===== config.mk =====
export PLATFORM = sky130hd
export DESIGN_NAME = longest_prefix_route_lookup_unit_flat
export DESIGN_NICKNAME = d
export VERILOG_FILES = /design/src/sv/lpr_pkg.sv /design/src/sv/lpr_if.sv /design/src/sv/lpr_cell.sv /design/src/sv/longest_prefix_route_lookup_unit.sv /design/src/flat_wrapper.sv
export VERILOG_INCLUDE_DIRS = /design/src /design/src/sv
export SDC_FILE = /design/constraint.sdc
export NUM_CORES = 2
export LEC_CHECK = 0
export BUFFER_PORTS_ARGS = -buffer_cell sky130_fd_sc_hd__buf_2
export CAP_MARGIN = 0
export CORE_MARGIN = 3
export CORE_UTILIZATION = 63
export DETAILED_ROUTE_END_ITERATION = 10
export PLACE_DENSITY = 0.84
export RECOVER_POWER = 100
export SETUP_SLACK_MARGIN = 0.02
export SYNTH_ARGS = -nofsm -noshare
export SYNTH_HDL_FRONTEND = slang
export SYNTH_SLANG_ARGS = --single-unit

===== constraint.sdc =====
create_clock -name i_clk -period 68.9 [get_ports i_clk]
set_input_delay 10.335 -clock i_clk [delete_from_list [all_inputs] [get_ports i_clk]]
set_output_delay 10.335 -clock i_clk [all_outputs]
set_load 0.02 [all_outputs]

===== src/sv/longest_prefix_route_lookup_unit_defines.svh =====
// assertion macros shared by the route lookup rtl
`ifndef LONGEST_PREFIX_ROUTE_LOOKUP_UNIT_DEFINES_SVH
`define LONGEST_PREFIX_ROUTE_LOOKUP_UNIT_DEFINES_SVH

// same-cycle implication, checked outside reset
`define LPR_ASSERT_IMP(name, clk, rst_n, ante, cons) \
    name: assert property (@(posedge clk) disable iff (!(rst_n)) (ante) |-> (cons)) \
        else $error("lpr check failed");

// next-cycle implication, checked outside reset
`define LPR_ASSERT_NXT(name, clk, rst_n, ante, cons) \
    name: assert property (@(posedge clk) disable iff (!(rst_n)) (ante) |=> (cons)) \
        else $error("lpr check failed");

`endif


===== src/sv/lpr_pkg.sv =====
// types, constants and helper functions of the route lookup unit
package lpr_pkg;

    localparam int ADDR_W          = 32;
    localparam int SLOT_FIELD_W    = 4;
    localparam int PORT_FIELD_W    = 2;
    localparam int LEN_W           = 6;
    localparam int TABLE_SLOTS_DEF = 16;
    localparam int PORT_COUNT_DEF  = 4;

    // transaction kinds
    localparam logic FUNC_WRITE  = 1'b0;
    localparam logic FUNC_LOOKUP = 1'b1;

    // table write broadcast to every cell
    typedef struct packed {
        logic                    en;
        logic [SLOT_FIELD_W-1:0] slot;
        logic [ADDR_W-1:0]       prefix;
        logic [ADDR_W-1:0]       run;
        logic [ADDR_W-1:0]       gateway;
        logic [PORT_FIELD_W-1:0] port;
        logic                    enable;
    } t_lpr_wr;

    // lookup token walking the cell chain with the best route so far
    typedef struct packed {
        logic                    active;
        logic [ADDR_W-1:0]       addr;
        logic [ADDR_W-1:0]       best_run;
        logic [ADDR_W-1:0]       best_gw;
        logic [PORT_FIELD_W-1:0] best_port;
    } t_lpr_tok;

    // leading run of ones of a mask, everything below the first zero cleared
    function automatic logic [ADDR_W-1:0] lpr_run_mask(input logic [ADDR_W-1:0] mask);
        logic [ADDR_W-1:0] run;
        logic [ADDR_W-1:0] low;
        run = '0;
        for (int b = 0; b < ADDR_W; b++) begin
            low    = (ADDR_W'(1) << b) - ADDR_W'(1);
            run[b] = &(mask | low);
        end
        return run;
    endfunction

    // length of a leading-ones run, binary search over the thermometer code
    function automatic logic [LEN_W-1:0] lpr_run_len(input logic [ADDR_W-1:0] run);
        logic [LEN_W-1:0] v;
        logic [LEN_W-1:0] c;
        v = '0;
        c = '0;
        if (run[0]) begin
            v = LEN_W'(ADDR_W);
        end else begin
            for (int s = LEN_W - 2; s >= 0; s--) begin
                c = v | (LEN_W'(1) << s);
                if (run[ADDR_W - int'(c)]) begin
                    v = c;
                end
            end
        end
        return v;
    endfunction

endpackage


===== src/sv/lpr_if.sv =====
// request and response channel interfaces of the route lookup unit
interface lpr_req_if import lpr_pkg::*; ();
    logic                    valid;
    logic                    ready;
    logic                    func;
    logic [SLOT_FIELD_W-1:0] entry_slot;
    logic [ADDR_W-1:0]       route_prefix;
    logic [ADDR_W-1:0]       route_mask;
    logic [ADDR_W-1:0]       route_gateway;
    logic [PORT_FIELD_W-1:0] route_port;
    logic                    route_enable;
    logic [ADDR_W-1:0]       dest_addr;

    modport source (
        output valid, func, entry_slot, route_prefix, route_mask, route_gateway,
               route_port, route_enable, dest_addr,
        input  ready
    );
    modport sink (
        input  valid, func, entry_slot, route_prefix, route_mask, route_gateway,
               route_port, route_enable, dest_addr,
        output ready
    );
endinterface

interface lpr_rsp_if import lpr_pkg::*; ();
    logic                    valid;
    logic                    ready;
    logic                    hit;
    logic [SLOT_FIELD_W-1:0] match_slot;
    logic [LEN_W-1:0]        match_length;
    logic [ADDR_W-1:0]       next_hop;
    logic [PORT_FIELD_W-1:0] out_port;

    modport source (
        output valid, hit, match_slot, match_length, next_hop, out_port,
        input  ready
    );
    modport sink (
        input  valid, hit, match_slot, match_length, next_hop, out_port,
        output ready
    );
endinterface


===== src/sv/lpr_cell.sv =====
// one table slot: stored route plus the compare stage of the lookup chain
module lpr_cell import lpr_pkg::*; #(
    parameter int SLOT_W   = 4,
    parameter int CELL_IDX = 0
) (
    input  logic              i_clk,
    input  logic              i_rst_n,
    input  t_lpr_wr           i_wr,
    input  logic              i_adv,
    input  t_lpr_tok          i_tok,
    input  logic [SLOT_W-1:0] i_slot,
    output t_lpr_tok          o_tok,
    output logic [SLOT_W-1:0] o_slot
);

    localparam int CMP_W = SLOT_W + SLOT_FIELD_W;

    logic                    r_valid;
    logic [ADDR_W-1:0]       r_prefix;
    logic [ADDR_W-1:0]       r_run;
    logic [ADDR_W-1:0]       r_gateway;
    logic [PORT_FIELD_W-1:0] r_port;
    t_lpr_tok                r_tok;
    logic [SLOT_W-1:0]       r_slot;

    logic                    w_sel;
    logic                    w_better;
    t_lpr_tok                n_tok;
    logic [SLOT_W-1:0]       n_slot;

    // write decode for this slot
    assign w_sel = i_wr.en && (CMP_W'(i_wr.slot) == CMP_W'(CELL_IDX));

    // strictly longer match replaces the best, so ties stay with the lower slot
    assign w_better = r_valid
                   && (((i_tok.addr ^ r_prefix) & r_run) == '0)
                   && (r_run > i_tok.best_run);

    always_comb begin
        n_tok  = i_tok;
        n_slot = i_slot;
        if (w_better) begin
            n_tok.best_run  = r_run;
            n_tok.best_gw   = r_gateway;
            n_tok.best_port = r_port;
            n_slot          = SLOT_W'(CELL_IDX);
        end
    end

    // route storage and chain stage register
    always_ff @(posedge i_clk) begin
        if (!i_rst_n) begin
            r_valid      <= 1'b0;
            r_tok.active <= 1'b0;
        end else begin
            if (w_sel) begin
                r_valid <= i_wr.enable;
            end
            if (i_adv) begin
                r_tok.active <= n_tok.active;
            end
        end
        if (w_sel) begin
            r_prefix  <= i_wr.prefix;
            r_run     <= i_wr.run;
            r_gateway <= i_wr.gateway;
            r_port    <= i_wr.port;
        end
        if (i_adv) begin
            r_tok.addr      <= n_tok.addr;
            r_tok.best_run  <= n_tok.best_run;
            r_tok.best_gw   <= n_tok.best_gw;
            r_tok.best_port <= n_tok.best_port;
            r_slot          <= n_slot;
        end
    end

    assign o_tok  = r_tok;
    assign o_slot = r_slot;

endmodule


===== src/sv/longest_prefix_route_lookup_unit.sv =====
// top level of the longest prefix route lookup unit
//
//  channel  dir  handshake          carries
//  i_req    in   valid / ready      table write or destination lookup
//  o_rsp    out  valid / ready      lookup result, none for a write
//
// a write updates the addressed slot when accepted; a lookup passes one
// register per cell of the compare chain and then the report stage.
// one lookup is in the chain at a time; i_req.ready stays low until it
// reaches the output register, which may still hold an earlier result.
// a stalled output register freezes the chain until the result is taken.
// reset (synchronous, active low) clears slot valid bits and all handshakes.
`include "longest_prefix_route_lookup_unit_defines.svh"

module longest_prefix_route_lookup_unit import lpr_pkg::*; #(
    parameter int TABLE_SLOTS = TABLE_SLOTS_DEF,
    parameter int PORT_COUNT  = PORT_COUNT_DEF
) (
    input  logic      i_clk,
    input  logic      i_rst_n,
    lpr_req_if.sink   i_req,
    lpr_rsp_if.source o_rsp
);

    localparam int SLOT_W = (TABLE_SLOTS > 1) ? $clog2(TABLE_SLOTS) : 1;
    localparam int CNT_W  = 9;
    localparam int PCNT_W = 8;

    logic                    r_busy;
    logic                    r_out_valid;
    logic                    r_hit;
    logic [SLOT_FIELD_W-1:0] r_match_slot;
    logic [LEN_W-1:0]        r_match_length;
    logic [ADDR_W-1:0]       r_next_hop;
    logic [PORT_FIELD_W-1:0] r_out_port;

    logic                    w_acc;
    logic                    w_lookup;
    logic                    w_out_free;
    logic                    w_adv;
    logic                    w_done;
    t_lpr_wr                 w_wr;
    t_lpr_tok                w_tok  [TABLE_SLOTS+1];
    logic [SLOT_W-1:0]       w_slot [TABLE_SLOTS+1];
    logic [TABLE_SLOTS-1:0]  w_act;

    // input transaction decode
    assign i_req.ready = !r_busy;
    assign w_acc       = i_req.valid && i_req.ready;
    assign w_lookup    = w_acc && (i_req.func == FUNC_LOOKUP);

    // write broadcast, out-of-range slot or port is dropped
    always_comb begin
        w_wr.en      = w_acc && (i_req.func == FUNC_WRITE)
                    && (CNT_W'(i_req.entry_slot) < CNT_W'(TABLE_SLOTS))
                    && (PCNT_W'(i_req.route_port) < PCNT_W'(PORT_COUNT));
        w_wr.slot    = i_req.entry_slot;
        w_wr.prefix  = i_req.route_prefix;
        w_wr.run     = lpr_run_mask(i_req.route_mask);
        w_wr.gateway = i_req.route_gateway;
        w_wr.port    = i_req.route_port;
        w_wr.enable  = i_req.route_enable;
    end

    // token entering the chain, best route starts empty
    always_comb begin
        w_tok[0].active    = w_lookup;
        w_tok[0].addr      = i_req.dest_addr;
        w_tok[0].best_run  = '0;
        w_tok[0].best_gw   = '0;
        w_tok[0].best_port = '0;
        w_slot[0]          = '0;
    end

    // chain advances unless a finished token has nowhere to go
    assign w_out_free = !r_out_valid || o_rsp.ready;
    assign w_done     = w_tok[TABLE_SLOTS].active && w_out_free;
    assign w_adv      = !w_tok[TABLE_SLOTS].active || w_out_free;

    // row of slot cells
    for (genvar g = 0; g < TABLE_SLOTS; g++) begin : g_cell
        lpr_cell #(
            .SLOT_W   (SLOT_W),
            .CELL_IDX (g)
        ) u_cell (
            .i_clk   (i_clk),
            .i_rst_n (i_rst_n),
            .i_wr    (w_wr),
            .i_adv   (w_adv),
            .i_tok   (w_tok[g]),
            .i_slot  (w_slot[g]),
            .o_tok   (w_tok[g+1]),
            .o_slot  (w_slot[g+1])
        );
        assign w_act[g] = w_tok[g+1].active;
    end

    // busy flag and output register
    always_ff @(posedge i_clk) begin
        if (!i_rst_n) begin
            r_busy      <= 1'b0;
            r_out_valid <= 1'b0;
        end else begin
            if (w_lookup) begin
                r_busy <= 1'b1;
            end else if (w_done) begin
                r_busy <= 1'b0;
            end
            if (w_done) begin
                r_out_valid <= 1'b1;
            end else if (o_rsp.ready) begin
                r_out_valid <= 1'b0;
            end
        end
        if (w_done) begin
            r_hit          <= (w_tok[TABLE_SLOTS].best_run != '0);
            r_match_slot   <= SLOT_FIELD_W'(w_slot[TABLE_SLOTS]);
            r_match_length <= lpr_run_len(w_tok[TABLE_SLOTS].best_run);
            r_next_hop     <= w_tok[TABLE_SLOTS].best_gw;
            r_out_port     <= w_tok[TABLE_SLOTS].best_port;
        end
    end

    assign o_rsp.valid        = r_out_valid;
    assign o_rsp.hit          = r_hit;
    assign o_rsp.match_slot   = r_match_slot;
    assign o_rsp.match_length = r_match_length;
    assign o_rsp.next_hop     = r_next_hop;
    assign o_rsp.out_port     = r_out_port;

    // checks on chain occupancy and result coding
    `LPR_ASSERT_IMP(a_single_token, i_clk, i_rst_n, 1'b1, $countones(w_act) <= 1)
    `LPR_ASSERT_IMP(a_busy_covers_chain, i_clk, i_rst_n, (w_act != '0), r_busy)
    `LPR_ASSERT_NXT(a_done_gives_result, i_clk, i_rst_n, w_done, o_rsp.valid)
    `LPR_ASSERT_IMP(a_miss_is_zero, i_clk, i_rst_n, (o_rsp.valid && !o_rsp.hit),
        (o_rsp.match_length == '0) && (o_rsp.next_hop == '0) && (o_rsp.out_port == '0))
    `LPR_ASSERT_IMP(a_hit_has_length, i_clk, i_rst_n, (o_rsp.valid && o_rsp.hit),
        (o_rsp.match_length != '0))

endmodule

===== src/flat_wrapper.sv =====
// flat-port wrapper written by rule: the top's interface ports become plain ports
module longest_prefix_route_lookup_unit_flat import lpr_pkg::*;
#(
    parameter int TABLE_SLOTS = TABLE_SLOTS_DEF,
    parameter int PORT_COUNT  = PORT_COUNT_DEF
)
  (i_clk, i_rst_n, i_req_valid, i_req_func, i_req_entry_slot, i_req_route_prefix, i_req_route_mask, i_req_route_gateway, i_req_route_port, i_req_route_enable, i_req_dest_addr, i_req_ready, o_rsp_valid, o_rsp_hit, o_rsp_match_slot, o_rsp_match_length, o_rsp_next_hop, o_rsp_out_port, o_rsp_ready);
  lpr_req_if i_req_i ();
  lpr_rsp_if o_rsp_i ();
  input  logic i_clk;
  input  logic i_rst_n;
  input wire logic [$bits(i_req_i.valid)-1:0] i_req_valid;
  input wire logic [$bits(i_req_i.func)-1:0] i_req_func;
  input wire logic [$bits(i_req_i.entry_slot)-1:0] i_req_entry_slot;
  input wire logic [$bits(i_req_i.route_prefix)-1:0] i_req_route_prefix;
  input wire logic [$bits(i_req_i.route_mask)-1:0] i_req_route_mask;
  input wire logic [$bits(i_req_i.route_gateway)-1:0] i_req_route_gateway;
  input wire logic [$bits(i_req_i.route_port)-1:0] i_req_route_port;
  input wire logic [$bits(i_req_i.route_enable)-1:0] i_req_route_enable;
  input wire logic [$bits(i_req_i.dest_addr)-1:0] i_req_dest_addr;
  output wire logic [$bits(i_req_i.ready)-1:0] i_req_ready;
  output wire logic [$bits(o_rsp_i.valid)-1:0] o_rsp_valid;
  output wire logic [$bits(o_rsp_i.hit)-1:0] o_rsp_hit;
  output wire logic [$bits(o_rsp_i.match_slot)-1:0] o_rsp_match_slot;
  output wire logic [$bits(o_rsp_i.match_length)-1:0] o_rsp_match_length;
  output wire logic [$bits(o_rsp_i.next_hop)-1:0] o_rsp_next_hop;
  output wire logic [$bits(o_rsp_i.out_port)-1:0] o_rsp_out_port;
  input wire logic [$bits(o_rsp_i.ready)-1:0] o_rsp_ready;
  assign i_req_i.valid = i_req_valid;
  assign i_req_i.func = i_req_func;
  assign i_req_i.entry_slot = i_req_entry_slot;
  assign i_req_i.route_prefix = i_req_route_prefix;
  assign i_req_i.route_mask = i_req_route_mask;
  assign i_req_i.route_gateway = i_req_route_gateway;
  assign i_req_i.route_port = i_req_route_port;
  assign i_req_i.route_enable = i_req_route_enable;
  assign i_req_i.dest_addr = i_req_dest_addr;
  assign i_req_ready = i_req_i.ready;
  assign o_rsp_valid = o_rsp_i.valid;
  assign o_rsp_hit = o_rsp_i.hit;
  assign o_rsp_match_slot = o_rsp_i.match_slot;
  assign o_rsp_match_length = o_rsp_i.match_length;
  assign o_rsp_next_hop = o_rsp_i.next_hop;
  assign o_rsp_out_port = o_rsp_i.out_port;
  assign o_rsp_i.ready = o_rsp_ready;
  longest_prefix_route_lookup_unit #(.TABLE_SLOTS(TABLE_SLOTS), .PORT_COUNT(PORT_COUNT)) u_core (.i_clk(i_clk), .i_rst_n(i_rst_n), .i_req(i_req_i), .o_rsp(o_rsp_i));
endmodule

* Word level (Yosys, flattened, before mapping)
Cells that the tools add are included. W data, S select, Z words.
Storage, ports and cells: input port bits 140, output and inout bits 47, flip-flop bits (word level) 3232
Cells by class: equality and inequality tests 15, magnitude comparators 20, muxes and demuxes 44, add/sub/neg operators 4, reduce and logical (&&, ||, !) cells 108, bitwise operators 33
Operators by type and width (count):
- $mux W66 | 15
- $and A32 B32 Y32 | 16
- $logic_not A32 Y1 | 16
- $xor A32 B32 Y32 | 16
- $gt A32 B32 Y1 | 15
- $lt A32 B7 Y1 const B | 4
- $logic_and A1 B1 Y1 | 52
- $mux W6 | 8
- $eq A4 B4 Y1 const B | 8
- $gt A32 B1 Y1 const B | 1
- $reduce_and A32 Y1 | 1
- $reduce_bool A32 Y1 | 1
- $reduce_and A31 Y1 | 1
- $reduce_and A30 Y1 | 1
- $reduce_and A29 Y1 | 1
- $reduce_and A28 Y1 | 1
- $sub A6 B6 Y7 const A | 4
- $reduce_and A27 Y1 | 1
- $reduce_and A26 Y1 | 1
- $reduce_and A25 Y1 | 1
- $reduce_and A24 Y1 | 1
- $reduce_and A23 Y1 | 1
- $reduce_and A22 Y1 | 1
- $reduce_and A21 Y1 | 1
- other kinds (33) | 56

* Depth between registers and ports, before layout
word-level depth 30, mapped depth 12

* Modules after synthesis
From an unflattened synthesis, not the netlist that was laid out.
Unflattened totals: cells, all modules 7401, area, all modules 135219.7 sq um
By module, submodules not included:
- lpr_cell at u_core.g_cell[0].u_cell ... | cells an instance 452, instances 5, area each 8270.4 sq um
- lpr_cell at u_core.g_cell[11].u_cell ... | cells an instance 452, instances 3, area each 8271.7 sq um
- lpr_cell at u_core.g_cell[6].u_cell ... | cells an instance 452, instances 2, area each 8433.1 sq um
- lpr_cell at u_core.g_cell[13].u_cell ... | cells an instance 453, instances 2, area each 8267.9 sq um
- lpr_cell at u_core.g_cell[7].u_cell | cells an instance 452, instances 1, area each 8434.3 sq um
- lpr_cell at u_core.g_cell[8].u_cell | cells an instance 452, instances 1, area each 8430.6 sq um
- lpr_cell at u_core.g_cell[15].u_cell | cells an instance 453, instances 1, area each 8270.4 sq um
- lpr_cell at u_core.g_cell[4].u_cell | cells an instance 452, instances 1, area each 8267.9 sq um
- longest_prefix_route_lookup_unit | cells an instance 166, instances 1, area each 2247.2 sq um

* Worst setup path before layout
Ideal clock, no wire load.
kind input port to flip-flop, start point input o_rsp_ready, end point register u_core.g_cell[0].u_cell.r_tok (netlist bit u_core.g_cell[0].u_cell.o_tok[0]) (enable), data arrival time 53.446 ns, path slack 12.890 ns, path buffers 2, required time 66.336 ns, stages on the path 5, library setup time 2.564 ns, cells stage by stage nor2b_1 and2_1 clkbuf_1 inv_1 buf_1
Between the ends: longest elaborated chain between the ends 2
RTL lines:
- from (decl) | line flat_wrapper.sv:28 | input wire logic [$bits(o_rsp_i.ready)-1:0] o_rsp_ready;
- $logic_or A1 B1 Y1 | line longest_prefix_route_lookup_unit.sv:76 | assign w_out_free = !r_out_valid || o_rsp.ready;
- $logic_or A1 B1 Y1 | line longest_prefix_route_lookup_unit.sv:78 | assign w_adv = !w_tok[TABLE_SLOTS].active || w_out_free;
- named net u_core.g_cell[0].u_cell.i_adv | line lpr_cell.sv:9 | input logic i_adv,
- to (decl) | line lpr_cell.sv:23 | t_lpr_tok r_tok;
The timed path passes the listed nets, and every way through them passes these cells. A chain may end at the register's enable or synchronous reset.

==> results.json <==
{
  "violations": "capacitance limit, slew limit",
  "synthCells": 7415,
  "place_hpwl_um": 247000,
  "syn_to_final_growth_pct": 11.0,
  "hold_ws_ns": 0.385,
  "reg2reg_from": "u_core.o_rsp.valid$_SDFFE_PN0P_",
  "first_iter_violations": 12300,
  "antenna_found_initial": 43,
  "drv_slew": 5471,
  "cts_tree": "done",
  "dp.cells": 10300,
  "leakagePower_nw": 55.3,
  "ys_ff_latch": 3232,
  "min_period_ns": 27.43,
  "cts_root_buf": "clkbuf_16",
  "pwr-share-comb": 0.014,
  "synth_warnings": 0,
  "r2r_end": "u_core.g_cell[11].u_cell.o_tok[45]$_DFFE_PP_",
  "irDropWorstVdd_mv": 0.0300,
  "crit_path_top_delay_cell": "clkbuf_1",
  "required_ns": 69.24,
  "initial_core_util": 0.635,
  "cts_hold_buf": 0,
  "crit_fanout": 23,
  "ys_types": 74,
  "dieArea_um2": 212000,
  "wl_per_cell_um": 35.0,
  "crit_path_end_kind": "register",
  "via_per_inst": 6.75,
  "swShare": 0.199,
  "p_sw_uw": 795,
  "clockPowerShare": 0.438,
  "syn_area_um2": 130000,
  "tns_ns": 0,
  "wirelength_um": 380000,
  "critPathArrivalTime_ns": 27.77,
  "core_area_um2": 205000,
  "pwr-share-seq": 0.548,
  "slew_headroom": -5.61,
  "hold_path.startpoint": "u_core.g_cell[15].u_cell.o_slot[3]$_SDFFCE_PP1P_",
  "grt_max_degree": 178,
  "hold_path_class": "register to register",
  "synth_area_leader_cell": "edfxtp_1",
  "start_kind": "input pin",
  "yosys-top-cells-area": "edfxtp_1, mux2_2, ha_1, xor2_1, inv_1",
  "fmax_mhz": 36.5,
  "finalCritPeriodShare": 0.398,
  "syn-num-nets": 8035,
  "wl_met1_um": 132000,
  "drt_first_pass_iters": 6,
  "final_cell_mix": "edfxtp_1, mux2_2, xor2_1, inv_1, ha_1",
  "startpoint": "i_req_route_mask[31]",
  "htreeDepth": 5,
  "dr_wl_met2_um": 172000,
  "vias": 73300,
  "ys.flop_type": "edfxtp_1",
  "rows": 166,
  "post-cts-setup-buffers": 0,
  "clockBufferDepth": 4,
  "wl_met3_um": 52500,
  "min_to": "u_core.o_rsp.match_slot[3]$_DFFE_PP_",
  "mostFrequentLayoutCell": "edfxtp_1",
  "grt_usage": 0.356,
  "synth_top_area_frac": 0.738,
  "clk_pin_slew_ns": 0.06,
  "portBuffers": 186,
  "tightest_slew_ns": 9.91,
  "nets": 8513,
  "clkLatencyLatePin_ns": 0.96,
  "hold_depth": 0,
  "overflow": 0,
  "critPathKind": "input pin to register",
  "postRouteAntennaNets": 0,
  "drive_gt1_frac": 0.150,
  "worstPathCellList": "buf_2, clkbuf_1, and4_1, clkbuf_1, and4_1, clkbuf_1, and4_1, clkbuf_1, and3_2, clkbuf_1, nand2_1, inv_1, clkbuf_1, and3_1, clkbuf_1, and3_1, clkbuf_1",
  "cts_resized": 0,
  "p_int_mw": 3.20,
  "die_y_um": 461,
  "status": "finished, violations left",
  "rsz0062_at_grt": "no",
  "seq_area_frac_synth": 0.743,
  "die_x_um": 461,
  "io_pins": 187,
  "powerDensity_nw_per_um2": 27.7,
  "place_congestion": 1.01,
  "grt_pass1_vias": 70400,
  "async_flop_share": 0,
  "synth_area_per_cell_um2": 17.6,
  "finalHoldViolCount": 0,
  "grt_pass1_wl_um": 523000,
  "critPathMostFrequentCell": "clkbuf_1",
  "top_layer": "met5",
  "drv_cap": 145,
  "reg2regPathDepth": 7,
  "fin_cells": 10900,
  "finClkSkew_ns": 0.0865,
  "cp_slowest_stage_delay_ns": 2.05,
  "finalSetupViolCount": 0,
  "drc_errors": 0,
  "regToRegSetupSlack_ns": 51.87,
  "clock-sinks": 3232,
  "synth-edff-count": 3198,
  "cts_made_buffers": 325
}
-- worst max path at each step --
stage / endpoint
2_1_floorplan: u_core.g_cell[0].u_cell.o_tok[0]$_SDFFCE_PN0P_
3_3_place_gp: u_core.g_cell[8].u_cell.r_run[4]$_DFFE_PP_
3_5_place_dp: u_core.g_cell[6].u_cell.r_run[4]$_DFFE_PP_
4_1_cts: u_core.g_cell[0].u_cell.r_run[4]$_DFFE_PP_
5_1_grt: u_core.g_cell[11].u_cell.o_tok[45]$_DFFE_PP_
6_report: u_core.g_cell[12].u_cell.r_run[14]$_DFFE_PP_
-- Yosys cell counts, drive strengths merged (47+ instances only) --
| library cell | number |
|---|---|
| o21ai | 182 |
| nand2 | 182 |
| nand4 | 153 |
| nor3 | 47 |
| xor2 | 511 |
| and2 | 86 |
| nor2 | 102 |
| mux2 | 928 |
| ha | 480 |
| buf | 108 |
| edfxtp | 3198 |
| nand3 | 129 |
| a22oi | 147 |
| a21oi | 102 |
| inv | 504 |
-- final cells by class --
cell class | count | area [µm²]
antenna | 39 | 97.6
clock buffer | 401 | 8630
clock inverter | 167 | 1730
fill | 12000 | 60500
inverter | 504 | 1890
multi-input combinational | 3540 | 30900
sequential | 3232 | 96700
tap | 2688 | 3360
timing repair buffer | 290 | 1150
-- worst max-delay path: cells and delay by family --
kind / cells / cell delay [ns]
buffers and inverters: 10 / 14.26
AND/OR/NAND/NOR: 7 / 3.09
-- metal layers --
layer,vias to the layer above,track usage
met1,36400,0.481
met5,-,0
li1,29600,-
met4,16,0.186
met3,1220,0.0891
met2,6109,0.540
-- stage by stage --
step / area (µm²) / power, mW / utilization / setup slack (ns)
finish: 144000 / 4.00 / 0.705 / 41.47
global route: 144000 / 4.07 / 0.704 / 41.67
CTS: 145000 / 4.00 / 0.708 / 52.74
detailed placement: 135000 / 2.28 / 0.657 / 51.91
global placement: 135000 / 2.28 / 0.657 / 51.97
floorplan: 130000 / 2.24 / - / 12.89
-- power by group through the flow --
stage / Sequential [mW] / Clock (mW) / Combinational (mW)
floorplan: 2.22 / 0 / 0.0192
global placement: 2.23 / 0 / 0.0528
detailed placement: 2.23 / 0 / 0.0543
CTS: 2.19 / 1.76 / 0.0551
global route: 2.19 / 1.83 / 0.0566
finish: 2.19 / 1.75 / 0.0554
-- kinds of logic (layout without fill, tap and decap cells) --
| logic type | count (synthesis) | after routing | share of synthesized area |
|---|---|---|---|
| XOR/XNOR | 512 | 512 | 0.0345 |
| AO/OA/AOI/OAI | 736 | 736 | 0.0386 |
| buffers and inverters | 643 | 1362 | 0.0205 |
| flip-flops | 3232 | 3232 | 0.743 |
| adder cells (fa/ha/maj) | 480 | 480 | 0.0461 |
| multiplexers | 946 | 946 | 0.0821 |
| AND/OR/NAND/NOR | 866 | 866 | 0.0352 |
| other | 0 | 39 | 0 |
-- registers in the layout (all words and copies together) (netlist names), 2 cells and up --
signal                          cells
u_core.g_cell.u_cell.o_slot        49
u_core.g_cell.u_cell.o_tok       1552
u_core.g_cell.u_cell.r_gateway    512
u_core.g_cell.u_cell.r_port        32
u_core.g_cell.u_cell.r_prefix     512
u_core.g_cell.u_cell.r_run        512
u_core.g_cell.u_cell.r_valid       16
u_core.o_rsp.match_length           6
u_core.o_rsp.match_slot             4
u_core.o_rsp.next_hop              32
u_core.o_rsp.out_port               2
(Power assumes the default switching activity.)
